===== src/rtl/core/bva_pkg.sv =====
// Shared types, constants and register codes of the battery voltage averager.
// No dependencies; every other file of the block imports this package.
`timescale 1ns / 1ps
`default_nettype none

package bva_pkg;

  localparam int SAMPLE_W  = 16;
  localparam int PCT_W     = 7;
  // Ring depth must be a power of two: the mean is taken with a shift.
  localparam int RING_DEPTH = 8;
  localparam int RING_AW    = $clog2(RING_DEPTH);
  localparam int TOTAL_W    = SAMPLE_W + RING_AW;

  localparam int PROD_W = 2 * SAMPLE_W;
  localparam int NUM_W  = 3 * SAMPLE_W;
  localparam int PNUM_W = SAMPLE_W + 7;

  // Quotient bits produced by the divider for each of its two uses.
  localparam int CONV_QBITS = SAMPLE_W;
  localparam int PCT_QBITS  = PCT_W;
  localparam int CNT_W      = $clog2(CONV_QBITS + 1);

  localparam logic [SAMPLE_W-1:0] SAMPLE_MAX = '1;
  localparam logic [PCT_W-1:0]    PCT_FULL   = 7'd100;
  localparam logic [PCT_W-1:0]    PCT_EMPTY  = 7'd0;

  // Configuration register indexes.
  localparam int CFG_IDX_W = 3;
  localparam logic [CFG_IDX_W-1:0] CFG_NUMERATOR   = 3'd0;
  localparam logic [CFG_IDX_W-1:0] CFG_DENOMINATOR = 3'd1;
  localparam logic [CFG_IDX_W-1:0] CFG_CODE_MAX    = 3'd2;
  localparam logic [CFG_IDX_W-1:0] CFG_MAX_DROP    = 3'd3;
  localparam logic [CFG_IDX_W-1:0] CFG_EMPTY_MV    = 3'd4;
  localparam logic [CFG_IDX_W-1:0] CFG_FULL_MV     = 3'd5;

  typedef struct packed {
    logic [SAMPLE_W-1:0] numerator;
    logic [SAMPLE_W-1:0] denominator;
    logic [SAMPLE_W-1:0] code_max;
    logic [SAMPLE_W-1:0] max_drop;
    logic [SAMPLE_W-1:0] empty_mv;
    logic [SAMPLE_W-1:0] full_mv;
  } cfg_t;

  typedef struct packed {
    logic capture;
    logic mul1;
    logic mul2;
    logic conv_start;
    logic conv_take;
    logic update;
    logic pct_start;
    logic pct_take;
    logic out_load;
  } dp_cmd_t;

  typedef struct packed {
    logic good;
    logic sat;
    logic pct_direct;
    logic div_busy;
    logic out_free;
  } dp_stat_t;

endpackage

`default_nettype wire


===== src/rtl/core/bva_cfg.sv =====
// Configuration register file of the battery voltage averager.
// Depends on bva_pkg for the register codes and the cfg_t bundle.
`timescale 1ns / 1ps
`default_nettype none

module bva_cfg
  import bva_pkg::*;
(
  input  wire                  clk,
  input  wire                  rst_n,
  input  wire                  cfg_valid,
  output logic                 cfg_ready,
  input  wire [CFG_IDX_W-1:0]  cfg_index,
  input  wire [SAMPLE_W-1:0]   cfg_data,
  output cfg_t                 cfg
);

  cfg_t cfg_r, cfg_nxt;

  assign cfg_ready = 1'b1;
  assign cfg       = cfg_r;

  always_comb begin
    cfg_nxt = cfg_r;
    if (cfg_valid) begin
      unique case (cfg_index)
        CFG_NUMERATOR:   cfg_nxt.numerator   = cfg_data;
        CFG_DENOMINATOR: cfg_nxt.denominator = cfg_data;
        CFG_CODE_MAX:    cfg_nxt.code_max    = cfg_data;
        CFG_MAX_DROP:    cfg_nxt.max_drop    = cfg_data;
        CFG_EMPTY_MV:    cfg_nxt.empty_mv    = cfg_data;
        CFG_FULL_MV:     cfg_nxt.full_mv     = cfg_data;
        default: ;
      endcase
    end
  end

  always_ff @(posedge clk) begin
    if (!rst_n) begin
      cfg_r.numerator   <= 16'd2;
      cfg_r.denominator <= 16'd1;
      cfg_r.code_max    <= 16'd4095;
      cfg_r.max_drop    <= 16'd50;
      cfg_r.empty_mv    <= 16'd3350;
      cfg_r.full_mv     <= 16'd4100;
    end else begin
      cfg_r <= cfg_nxt;
    end
  end

endmodule

`default_nettype wire


===== src/rtl/core/bva_div.sv =====
// Restoring divider producing one quotient bit per cycle.
// Depends on bva_pkg for widths; the caller supplies the starting remainder.
`timescale 1ns / 1ps
`default_nettype none

module bva_div
  import bva_pkg::*;
(
  input  wire                  clk,
  input  wire                  rst_n,
  input  wire                  load,
  input  wire [PROD_W-1:0]     rem_init,
  input  wire [SAMPLE_W-1:0]   dvd_lo,
  input  wire [PROD_W-1:0]     divisor,
  input  wire [CNT_W-1:0]      nbits,
  output logic                 busy,
  output logic [SAMPLE_W-1:0]  quot
);

  logic [CNT_W-1:0]    cnt_r;
  logic [PROD_W-1:0]   rem_r;
  logic [SAMPLE_W-1:0] dvd_r;
  logic [SAMPLE_W-1:0] quot_r;
  logic [PROD_W-1:0]   dsr_r;
  logic [PROD_W:0]     trial;
  logic                fits;

  // The starting remainder is below the divisor, so each trial fits in one extra bit.
  assign trial = {rem_r, dvd_r[SAMPLE_W-1]};
  assign fits  = trial >= {1'b0, dsr_r};
  assign busy  = cnt_r != '0;
  assign quot  = quot_r;

  always_ff @(posedge clk) begin
    if (!rst_n) begin
      cnt_r <= '0;
    end else if (load) begin
      cnt_r <= nbits;
    end else if (busy) begin
      cnt_r <= cnt_r - 1'b1;
    end
  end

  always_ff @(posedge clk) begin
    if (load) begin
      rem_r  <= rem_init;
      dvd_r  <= dvd_lo;
      dsr_r  <= divisor;
      quot_r <= '0;
    end else if (busy) begin
      rem_r  <= fits ? PROD_W'(trial - {1'b0, dsr_r}) : PROD_W'(trial);
      dvd_r  <= {dvd_r[SAMPLE_W-2:0], 1'b0};
      quot_r <= {quot_r[SAMPLE_W-2:0], fits};
    end
  end

endmodule

`default_nettype wire


===== src/rtl/core/bva_ctrl.sv =====
// Sequencing state machine of the battery voltage averager.
// Depends on bva_pkg for the datapath command and status bundles.
`timescale 1ns / 1ps
`default_nettype none

module bva_ctrl
  import bva_pkg::*;
(
  input  wire       clk,
  input  wire       rst_n,
  input  wire       in_valid,
  output logic      in_ready,
  input  wire dp_stat_t st,
  output dp_cmd_t   cmd
);

  localparam logic [3:0] S_IDLE = 4'd0;
  localparam logic [3:0] S_MUL1 = 4'd1;
  localparam logic [3:0] S_MUL2 = 4'd2;
  localparam logic [3:0] S_SAT  = 4'd3;
  localparam logic [3:0] S_DIV1 = 4'd4;
  localparam logic [3:0] S_UPD  = 4'd5;
  localparam logic [3:0] S_PCT  = 4'd6;
  localparam logic [3:0] S_DIV2 = 4'd7;
  localparam logic [3:0] S_DONE = 4'd8;

  logic [3:0] state_r, state_nxt;

  assign in_ready = state_r == S_IDLE;

  always_comb begin
    state_nxt = state_r;
    cmd       = '0;
    unique case (state_r)
      S_IDLE: begin
        if (in_valid) begin
          cmd.capture = 1'b1;
          state_nxt   = S_MUL1;
        end
      end
      S_MUL1: begin
        cmd.mul1  = 1'b1;
        state_nxt = S_MUL2;
      end
      S_MUL2: begin
        cmd.mul2  = 1'b1;
        state_nxt = S_SAT;
      end
      S_SAT: begin
        if (!st.good) begin
          state_nxt = S_UPD;
        end else begin
          cmd.conv_start = 1'b1;
          state_nxt      = st.sat ? S_UPD : S_DIV1;
        end
      end
      S_DIV1: begin
        if (!st.div_busy) begin
          cmd.conv_take = 1'b1;
          state_nxt     = S_UPD;
        end
      end
      S_UPD: begin
        cmd.update = 1'b1;
        state_nxt  = S_PCT;
      end
      S_PCT: begin
        cmd.pct_start = 1'b1;
        state_nxt     = st.pct_direct ? S_DONE : S_DIV2;
      end
      S_DIV2: begin
        if (!st.div_busy) begin
          cmd.pct_take = 1'b1;
          state_nxt    = S_DONE;
        end
      end
      S_DONE: begin
        if (st.out_free) begin
          cmd.out_load = 1'b1;
          state_nxt    = S_IDLE;
        end
      end
      default: state_nxt = S_IDLE;
    endcase
  end

  always_ff @(posedge clk) begin
    if (!rst_n) begin
      state_r <= S_IDLE;
    end else begin
      state_r <= state_nxt;
    end
  end

  a_accept_starts: assert property (@(posedge clk) disable iff (!rst_n)
    (in_valid && in_ready) |=> state_r == S_MUL1)
    else $error("accepted item did not start the multiply step");

  a_div_waits: assert property (@(posedge clk) disable iff (!rst_n)
    (state_r == S_DIV1 && st.div_busy) |=> (state_r == S_DIV1))
    else $error("controller left the conversion divide early");

  a_state_legal: assert property (@(posedge clk) disable iff (!rst_n)
    state_r <= S_DONE)
    else $error("controller reached an unused state code");

endmodule

`default_nettype wire


===== src/rtl/core/bva_dp.sv =====
// Datapath: input capture, multipliers, shared divider, sample ring and output register.
// Depends on bva_pkg and instantiates bva_div.
`timescale 1ns / 1ps
`default_nettype none

module bva_dp
  import bva_pkg::*;
(
  input  wire                  clk,
  input  wire                  rst_n,
  input  wire dp_cmd_t         cmd,
  output dp_stat_t             st,
  input  wire cfg_t            cfg,
  input  wire [SAMPLE_W-1:0]   in_battery_code,
  input  wire [SAMPLE_W-1:0]   in_supply_mv,
  input  wire                  in_conversion_good,
  input  wire                  in_limit_drop,
  input  wire                  in_purge_ring,
  output logic                 out_valid,
  input  wire                  out_ready,
  output logic [SAMPLE_W-1:0]  out_sample_mv,
  output logic                 out_sample_stored,
  output logic [SAMPLE_W-1:0]  out_average_mv,
  output logic [PCT_W-1:0]     out_charge_percent
);

  // Captured item.
  logic [SAMPLE_W-1:0] code_r, vdda_r;
  logic                good_r, limit_r, purge_r;

  // Conversion arithmetic.
  logic [PROD_W-1:0]   prod_r, den_r;
  logic [NUM_W-1:0]    num_r;
  logic [SAMPLE_W-1:0] sample_r;

  // Ring state.
  logic [SAMPLE_W-1:0] ring_r [RING_DEPTH];
  logic [RING_AW-1:0]  idx_r;
  logic [SAMPLE_W-1:0] last_r;
  logic [TOTAL_W-1:0]  total_r;

  // Result registers.
  logic [SAMPLE_W-1:0] avg_r;
  logic [PCT_W-1:0]    pct_r;
  logic                out_valid_r;
  logic [SAMPLE_W-1:0] out_sample_mv_r, out_average_mv_r;
  logic                out_sample_stored_r;
  logic [PCT_W-1:0]    out_charge_percent_r;

  // Divider hookup.
  logic                div_load, div_busy;
  logic [PROD_W-1:0]   div_rem, div_dsr;
  logic [SAMPLE_W-1:0] div_lo, div_quot;
  logic [CNT_W-1:0]    div_nbits;

  logic                sat_c;
  logic [SAMPLE_W-1:0] floor_c, limited_c, new_last_c, avg_c;
  logic                pct_hi_c, pct_lo_c;
  logic [PNUM_W-1:0]   pnum_c;
  logic [SAMPLE_W-1:0] span_c;

  // The quotient exceeds the sample range exactly when num / 2^16 >= den.
  // A zero divisor lands here as well and saturates.
  assign sat_c = num_r[NUM_W-1:SAMPLE_W] >= den_r;

  always_comb begin
    floor_c   = last_r - cfg.max_drop;
    limited_c = sample_r;
    if (limit_r && (last_r >= cfg.max_drop) && (sample_r < floor_c)) begin
      limited_c = floor_c;
    end
    new_last_c = good_r ? limited_c : last_r;
  end

  assign avg_c    = SAMPLE_W'(total_r >> RING_AW);
  assign pct_hi_c = avg_c >= cfg.full_mv;
  assign pct_lo_c = avg_c <= cfg.empty_mv;
  assign span_c   = cfg.full_mv - cfg.empty_mv;
  assign pnum_c   = PNUM_W'(avg_c - cfg.empty_mv) * PNUM_W'(PCT_FULL);

  // The percentage quotient stays below 2^7, so its high part starts as the remainder.
  always_comb begin
    div_load  = 1'b0;
    div_rem   = num_r[NUM_W-1:SAMPLE_W];
    div_lo    = num_r[SAMPLE_W-1:0];
    div_dsr   = den_r;
    div_nbits = CNT_W'(CONV_QBITS);
    if (cmd.conv_start && !sat_c) begin
      div_load = 1'b1;
    end else if (cmd.pct_start && !(pct_hi_c || pct_lo_c)) begin
      div_load  = 1'b1;
      div_rem   = PROD_W'(pnum_c[PNUM_W-1:PCT_QBITS]);
      div_lo    = {pnum_c[PCT_QBITS-1:0], (SAMPLE_W - PCT_QBITS)'(0)};
      div_dsr   = PROD_W'(span_c);
      div_nbits = CNT_W'(PCT_QBITS);
    end
  end

  bva_div u_div (
    .clk      (clk),
    .rst_n    (rst_n),
    .load     (div_load),
    .rem_init (div_rem),
    .dvd_lo   (div_lo),
    .divisor  (div_dsr),
    .nbits    (div_nbits),
    .busy     (div_busy),
    .quot     (div_quot)
  );

  always_comb begin
    st.good       = good_r;
    st.sat        = sat_c;
    st.pct_direct = pct_hi_c || pct_lo_c;
    st.div_busy   = div_busy;
    st.out_free   = !out_valid_r || out_ready;
  end

  always_ff @(posedge clk) begin
    if (cmd.capture) begin
      code_r  <= in_battery_code;
      vdda_r  <= in_supply_mv;
      good_r  <= in_conversion_good;
      limit_r <= in_limit_drop;
      purge_r <= in_purge_ring;
    end
    if (cmd.mul1) begin
      prod_r <= PROD_W'(code_r) * PROD_W'(vdda_r);
      den_r  <= PROD_W'(cfg.code_max) * PROD_W'(cfg.denominator);
    end
    if (cmd.mul2) begin
      num_r <= NUM_W'(prod_r) * NUM_W'(cfg.numerator);
    end
    if (cmd.conv_start && sat_c) begin
      sample_r <= SAMPLE_MAX;
    end
    if (cmd.conv_take) begin
      sample_r <= div_quot;
    end
    if (cmd.pct_start) begin
      avg_r <= avg_c;
      pct_r <= pct_hi_c ? PCT_FULL : PCT_EMPTY;
    end
    if (cmd.pct_take) begin
      pct_r <= div_quot[PCT_W-1:0];
    end
    if (cmd.out_load) begin
      out_sample_mv_r      <= last_r;
      out_sample_stored_r  <= good_r;
      out_average_mv_r     <= avg_r;
      out_charge_percent_r <= pct_r;
    end
  end

  always_ff @(posedge clk) begin
    if (!rst_n) begin
      for (int i = 0; i < RING_DEPTH; i++) begin
        ring_r[i] <= '0;
      end
      idx_r   <= '0;
      last_r  <= '0;
      total_r <= '0;
    end else if (cmd.update) begin
      last_r <= new_last_c;
      if (purge_r) begin
        for (int i = 0; i < RING_DEPTH; i++) begin
          ring_r[i] <= new_last_c;
        end
        idx_r   <= '0;
        total_r <= TOTAL_W'(new_last_c) << RING_AW;
      end else if (good_r) begin
        ring_r[idx_r] <= limited_c;
        idx_r         <= (idx_r == RING_AW'(RING_DEPTH - 1)) ? '0 : idx_r + 1'b1;
        total_r       <= total_r - TOTAL_W'(ring_r[idx_r]) + TOTAL_W'(limited_c);
      end
    end
  end

  always_ff @(posedge clk) begin
    if (!rst_n) begin
      out_valid_r <= 1'b0;
    end else if (cmd.out_load) begin
      out_valid_r <= 1'b1;
    end else if (out_ready) begin
      out_valid_r <= 1'b0;
    end
  end

  assign out_valid          = out_valid_r;
  assign out_sample_mv      = out_sample_mv_r;
  assign out_sample_stored  = out_sample_stored_r;
  assign out_average_mv     = out_average_mv_r;
  assign out_charge_percent = out_charge_percent_r;

  a_no_overwrite: assert property (@(posedge clk) disable iff (!rst_n)
    cmd.out_load |-> (!out_valid_r || out_ready))
    else $error("result register loaded while a result was still waiting");

  a_pct_range: assert property (@(posedge clk) disable iff (!rst_n)
    out_valid_r |-> out_charge_percent_r <= PCT_FULL)
    else $error("charge percentage above one hundred");

  a_out_hold: assert property (@(posedge clk) disable iff (!rst_n)
    (out_valid_r && !out_ready) |=> (out_valid_r && $stable(out_average_mv_r) &&
                                     $stable(out_charge_percent_r)))
    else $error("waiting result changed before its transfer");

endmodule

`default_nettype wire


===== src/rtl/core/battery_voltage_averager.sv =====
// Top level of the battery voltage averager: configuration, controller and datapath.
// Depends on bva_pkg, bva_cfg, bva_ctrl and bva_dp.
//
//   Channel  Ports                                     Moves
//   in       in_valid/in_ready + five field ports      one battery measurement
//   out      out_valid/out_ready + four field ports    sample, mean and percentage
//   cfg      cfg_valid/cfg_ready, cfg_index, cfg_data  one register write
//
// After its transfer, an item passes through the multiply steps, then the
// one-bit-per-cycle divider for the millivolt conversion and then for the
// percentage, which share that divider.
// A new item is taken as soon as the previous result sits in the output register.
// Reset clears the ring, the index, the last sample and sets the configuration registers to defaults.
// A stalled output holds the finished result and the next item waits in the last step.
`timescale 1ns / 1ps
`default_nettype none

module battery_voltage_averager
  import bva_pkg::*;
(
  input  wire                  clk,
  input  wire                  rst_n,
  input  wire                  in_valid,
  output logic                 in_ready,
  input  wire [SAMPLE_W-1:0]   in_battery_code,
  input  wire [SAMPLE_W-1:0]   in_supply_mv,
  input  wire                  in_conversion_good,
  input  wire                  in_limit_drop,
  input  wire                  in_purge_ring,
  output logic                 out_valid,
  input  wire                  out_ready,
  output logic [SAMPLE_W-1:0]  out_sample_mv,
  output logic                 out_sample_stored,
  output logic [SAMPLE_W-1:0]  out_average_mv,
  output logic [PCT_W-1:0]     out_charge_percent,
  input  wire                  cfg_valid,
  output logic                 cfg_ready,
  input  wire [CFG_IDX_W-1:0]  cfg_index,
  input  wire [SAMPLE_W-1:0]   cfg_data
);

  cfg_t     cfg;
  dp_cmd_t  cmd;
  dp_stat_t st;

  bva_cfg u_cfg (
    .clk       (clk),
    .rst_n     (rst_n),
    .cfg_valid (cfg_valid),
    .cfg_ready (cfg_ready),
    .cfg_index (cfg_index),
    .cfg_data  (cfg_data),
    .cfg       (cfg)
  );

  bva_ctrl u_ctrl (
    .clk      (clk),
    .rst_n    (rst_n),
    .in_valid (in_valid),
    .in_ready (in_ready),
    .st       (st),
    .cmd      (cmd)
  );

  bva_dp u_dp (
    .clk                (clk),
    .rst_n              (rst_n),
    .cmd                (cmd),
    .st                 (st),
    .cfg                (cfg),
    .in_battery_code    (in_battery_code),
    .in_supply_mv       (in_supply_mv),
    .in_conversion_good (in_conversion_good),
    .in_limit_drop      (in_limit_drop),
    .in_purge_ring      (in_purge_ring),
    .out_valid          (out_valid),
    .out_ready          (out_ready),
    .out_sample_mv      (out_sample_mv),
    .out_sample_stored  (out_sample_stored),
    .out_average_mv     (out_average_mv),
    .out_charge_percent (out_charge_percent)
  );

endmodule

`default_nettype wire

===== config.mk =====
export PLATFORM = sky130hd
export DESIGN_NAME = battery_voltage_averager
export DESIGN_NICKNAME = d
export VERILOG_FILES = /design/src/rtl/core/bva_pkg.sv /design/src/rtl/core/bva_cfg.sv /design/src/rtl/core/bva_div.sv /design/src/rtl/core/bva_ctrl.sv /design/src/rtl/core/bva_dp.sv /design/src/rtl/core/battery_voltage_averager.sv
export SDC_FILE = /design/constraint.sdc
export NUM_CORES = 2
export LEC_CHECK = 0
export BUFFER_PORTS_ARGS = -buffer_cell sky130_fd_sc_hd__buf_2
export CAP_MARGIN = 20
export CELL_PAD_IN_SITES_DETAIL_PLACEMENT = 0
export CELL_PAD_IN_SITES_GLOBAL_PLACEMENT = 1
export CORE_MARGIN = 2
export CORE_UTILIZATION = 56
export DETAILED_ROUTE_END_ITERATION = 16
export GPL_TIMING_DRIVEN = 0
export PLACE_DENSITY = 0.88
export SLEW_MARGIN = 10
export SYNTH_ARGS = -nofsm -noshare
export SYNTH_HDL_FRONTEND = slang
export SYNTH_SLANG_ARGS = --single-unit

===== constraint.sdc =====
create_clock -name clk -period 12 [get_ports clk]
set_input_delay 1.2 -clock clk [delete_from_list [all_inputs] [get_ports clk]]
set_output_delay 1.2 -clock clk [all_outputs]
set_load 0.01 [all_outputs]

==> results.ini <==
[status]
outcome=finished clean

[global_routing]
grt.total_usage=0.3147
grt_overflow=0
grt_pass1_vias=49605
grt_max_degree=42
antenna_found_initial=7
grt_pass1_wl_um=280700

[yosys]
synth_area_sq_um=63590
synth_area_leader_cell=fa_1
synth_top_family_by_area=adder cells
synthAdderAreaFrac=0.3713
yosysUniqueCellTypes=93
synth_warnings=0
synth_compound_area_frac=0.09239
async_reset_ff_frac=0
avgSynthCellArea_sq_um=9.564
synthSimpleGateAreaFrac=0.1477
synth_xor_area_frac=0.02672
synth_top_cell_area_share=0.2651
netlist_instances=6649
synth_edf_count=434
synthMuxAreaShare=0.02198
syn_nets=8090
synth_flop_cell=edfxtp_1
synth_seq_cells=597
synth_area_leaders=fa_1, edfxtp_1, ha_1
yosysSeqAreaShare=0.2562

[worst_hold_path]
hold_class=reg -> reg
min_from=u_dp.avg_r[0]
min_path_cells=0
whs_endpoint=u_dp.out_average_mv[0]

[sta]
rsz0062_at_grt=no
slew_headroom=0.2165
worstMarginPinSlew_ns=1.143
period_share=0.6530
tns_ns=0
hold_violations=0
slew_violations=0
final-setup-viol-count=0
skew_ns=0.06630
post-route-min-period_ns=7.836
fin_ws_ns=4.164
timing.hold.ws_ns=0.4173
timing.fmax_mhz=127.6

[worst_setup_path]
ff2ff_path_depth=27
crit_type=reg -> reg
crit_path_max_incr_delay_ns=0.95
cp-start-kind=flip-flop
endpoint_kind=flip-flop
cp.arrival_ns=8.36
cp_max_fo=9
worst_path_max_delay_cell=mux2i_1
worstPathRequired_ns=12.52
r2r_slack_ns=4.16
r2r-start=u_dp.last_r[5]
worstReg2RegEnd=u_dp.total_r[17]

[layout]
nNetsFinal=8272
drive_gt1_frac=0.04837
area_growth_pct=7.614
post-route-cell-area_sq_um=68440
fill_cells=9668

[route]
num_vias=48285
drc=0
drt_iter0_drc=3733
viasPerCell=5.757
wl_um=180800
ant_nets=0
firstDrtPassIters=6
wire_per_inst_um=21.56

[clocking]
postCtsSetupBuffers=0
hold_buffers=0
clock_path_buffers=3
cts.sinks=597
cts_resized=0
clk_pin_slew_ns=0.06
cts_tree=done
cts_root_buf=clkbuf_16
cts_max_level=3
worstSkewPairLatency_ns=0.65
cts_buffers=67

[placed_design]
placed_cell_area_sq_um=66180
pre_cts_ws_ns=4.333
gp_congestion=0.9348
dp_hpwl_um=146300
numPortBuffers=100

[pwr]
power_w=0.01510
pwr-share-comb=0.639
clkPwrFrac=0.139
p_per_area_nw_per_um2=220.6
switchingPower_w=0.007077
p_leak_nw=30.01
internal_power_w=0.008022
ir_drop_mv=0.5939
switching_share=0.4687
seqPwrFrac=0.222

[floorplanning]
die_w_um=341.0
dieArea_sq_um=116300
start_util=0.5653
fp-row-count=123
ios=102
coreArea_sq_um=112500
die_h_um=341.0

[job]
cap_viol_max_count=0

-- kinds of logic (layout without fill, tap and decap cells) --
family,count (synthesis),count (layout)
other,1,4
adders and majority gates,1382,1382
xor gates and xnor gates,194,194
buffers and inverters,1405,1640
AOI/OAI and AO/OA,933,933
and+or+nand+nor,2040,2040
DFF,597,597
muxes,97,97
-- cell usage in the layout, fill, tap and decap left out, types with 32 or more instances in the layout --
master / n
nand2_1: 1121
inv_1: 1117
fa_1: 842
ha_1: 540
edfxtp_1: 434
and2_1: 386
clkbuf_1: 276
a21oi_1: 271
o21ai_0: 255
nor2_1: 183
dfxtp_1: 163
xnor2_1: 115
buf_2: 114
a21o_1: 93
nand3_1: 82
xor2_1: 79
clkbuf_16: 67
nor3_1: 63
mux2i_1: 54
nand2b_1: 39
a211oi_1: 39
o21a_1: 36
o211ai_1: 32
mux4_2: 32
-- worst max-delay path by stage --
stage / startpoint / to / slack [ns] / depth (start not counted)
after floorplan: u_cfg.cfg[37] / u_dp.total_r[17] / 5.63 / 29
after global placement: u_dp.last_r[5] / u_dp.total_r[17] / 4.34 / 27
after detailed placement: u_dp.last_r[5] / u_dp.total_r[17] / 4.33 / 27
after CTS: u_dp.last_r[5] / u_dp.total_r[17] / 4.31 / 27
after global routing: u_dp.last_r[5] / u_dp.total_r[17] / 3.64 / 27
final: u_dp.last_r[5] / u_dp.total_r[17] / 4.16 / 27
-- state kept, by name, summed over array words and instances (netlist names), 3 cells and up, named ones only --
register	count
u_ctrl.state_r	4
u_dp.vdda_r	16
u_dp.idx_r	3
u_dp.code_r	16
u_dp.u_div.cnt_r	5
u_dp.prod_r	32
u_dp.avg_r	16
u_dp.u_div.rem_r	32
u_cfg.cfg	96
u_dp.ring_r	128
u_dp.den_r	32
u_dp.u_div.quot	16
u_dp.sample_r	16
u_dp.u_div.dvd_r	16
u_dp.num_r	48
u_dp.last_r	16
u_dp.pct_r	7
u_dp.out_sample_mv	16
u_dp.out_average_mv	16
u_dp.out_charge_percent	7
u_dp.total_r	19
u_dp.u_div.dsr_r	32
-- stage by stage --
| step | instances | util |
|---|---|---|
| global placement | 8249 | 0.5864 |
| floorplan | 6649 | - |
| global route | 8384 | 0.6083 |
| CTS | 8384 | 0.6083 |
| detailed placement | 8262 | 0.5883 |
| finish | 8387 | 0.6083 |
-- power groups by stage --
stage | clock, W | sequential, W | combinational, W
6_report | 0.00210 | 0.00336 | 0.00964
2_1_floorplan | 0 | 0.00317 | 0.00705
5_1_grt | 0.00219 | 0.00337 | 0.0108
4_1_cts | 0.00212 | 0.00334 | 0.00967
3_5_place_dp | 0 | 0.00338 | 0.00959
3_3_place_gp | 0 | 0.00339 | 0.00941
-- layer usage --
layer	share of wire	wire length (um)	vias up	global-route usage
met1	0.39	70790	23992	0.4032
met3	0.074	13370	476	0.04701
met5	0.00015	27	-	0
li1	-	-	21780	-
met2	0.48	86360	2033	0.5230
met4	0.057	10300	4	0.1568
-- synth_stat cells, types with 8 or more instances --
library cell,number
clkbuf_1,259
and2_1,388
buf_2,14
xnor2_1,115
nand3_1,82
edfxtp_1,434
a21oi_1,271
nand2b_1,39
inv_1,1117
a22oi_1,9
o21bai_1,27
or3_1,14
nor4_1,12
o211ai_1,32
o221ai_1,10
dfxtp_1,163
o31ai_1,12
mux2i_1,54
a2111oi_0,9
or2_2,24
nor2_1,183
nor2b_1,31
a31oi_1,28
a211o_1,11
xor2_1,79
nor3_1,64
ha_1,540
o21ai_0,257
fa_1,842
buf_1,8
nand2_1,1122
a211oi_1,39
nand4_1,15
o21a_1,36
mux4_2,32
a21o_1,93
and3_1,26
-- cell type report --
cell class | instances | area (sq um) | share of cell area
Inverter | 1119 | 4200 | 0.06138
Sequential cell | 597 | 16300 | 0.2381
Clock inverter | 33 | 452.9 | 0.006618
Multi-Input combinational cell | 4647 | 42010 | 0.6139
Clock buffer | 89 | 1793 | 0.02620
Antenna cell | 3 | 7.507 | 0.0001097
Tap cell | 1500 | 1877 | 0.02742
Buffer | 286 | 1116 | 0.01631
Timing Repair Buffer | 113 | 679.4 | 0.009928
-- worst max-delay path: cells and delay by family, from the launching register on --
kind / cells / cell delay (ns)
and+or+nand+nor: 4 / 0.99
AOI/OAI and AO/OA: 14 / 3.10
adders and majority gates: 4 / 1.40
xor gates and xnor gates: 2 / 0.32
muxes: 1 / 0.95
buffers and inverters: 2 / 0.34
DFF: 1 / 0.63
Power figures use the tool's default switching activity.
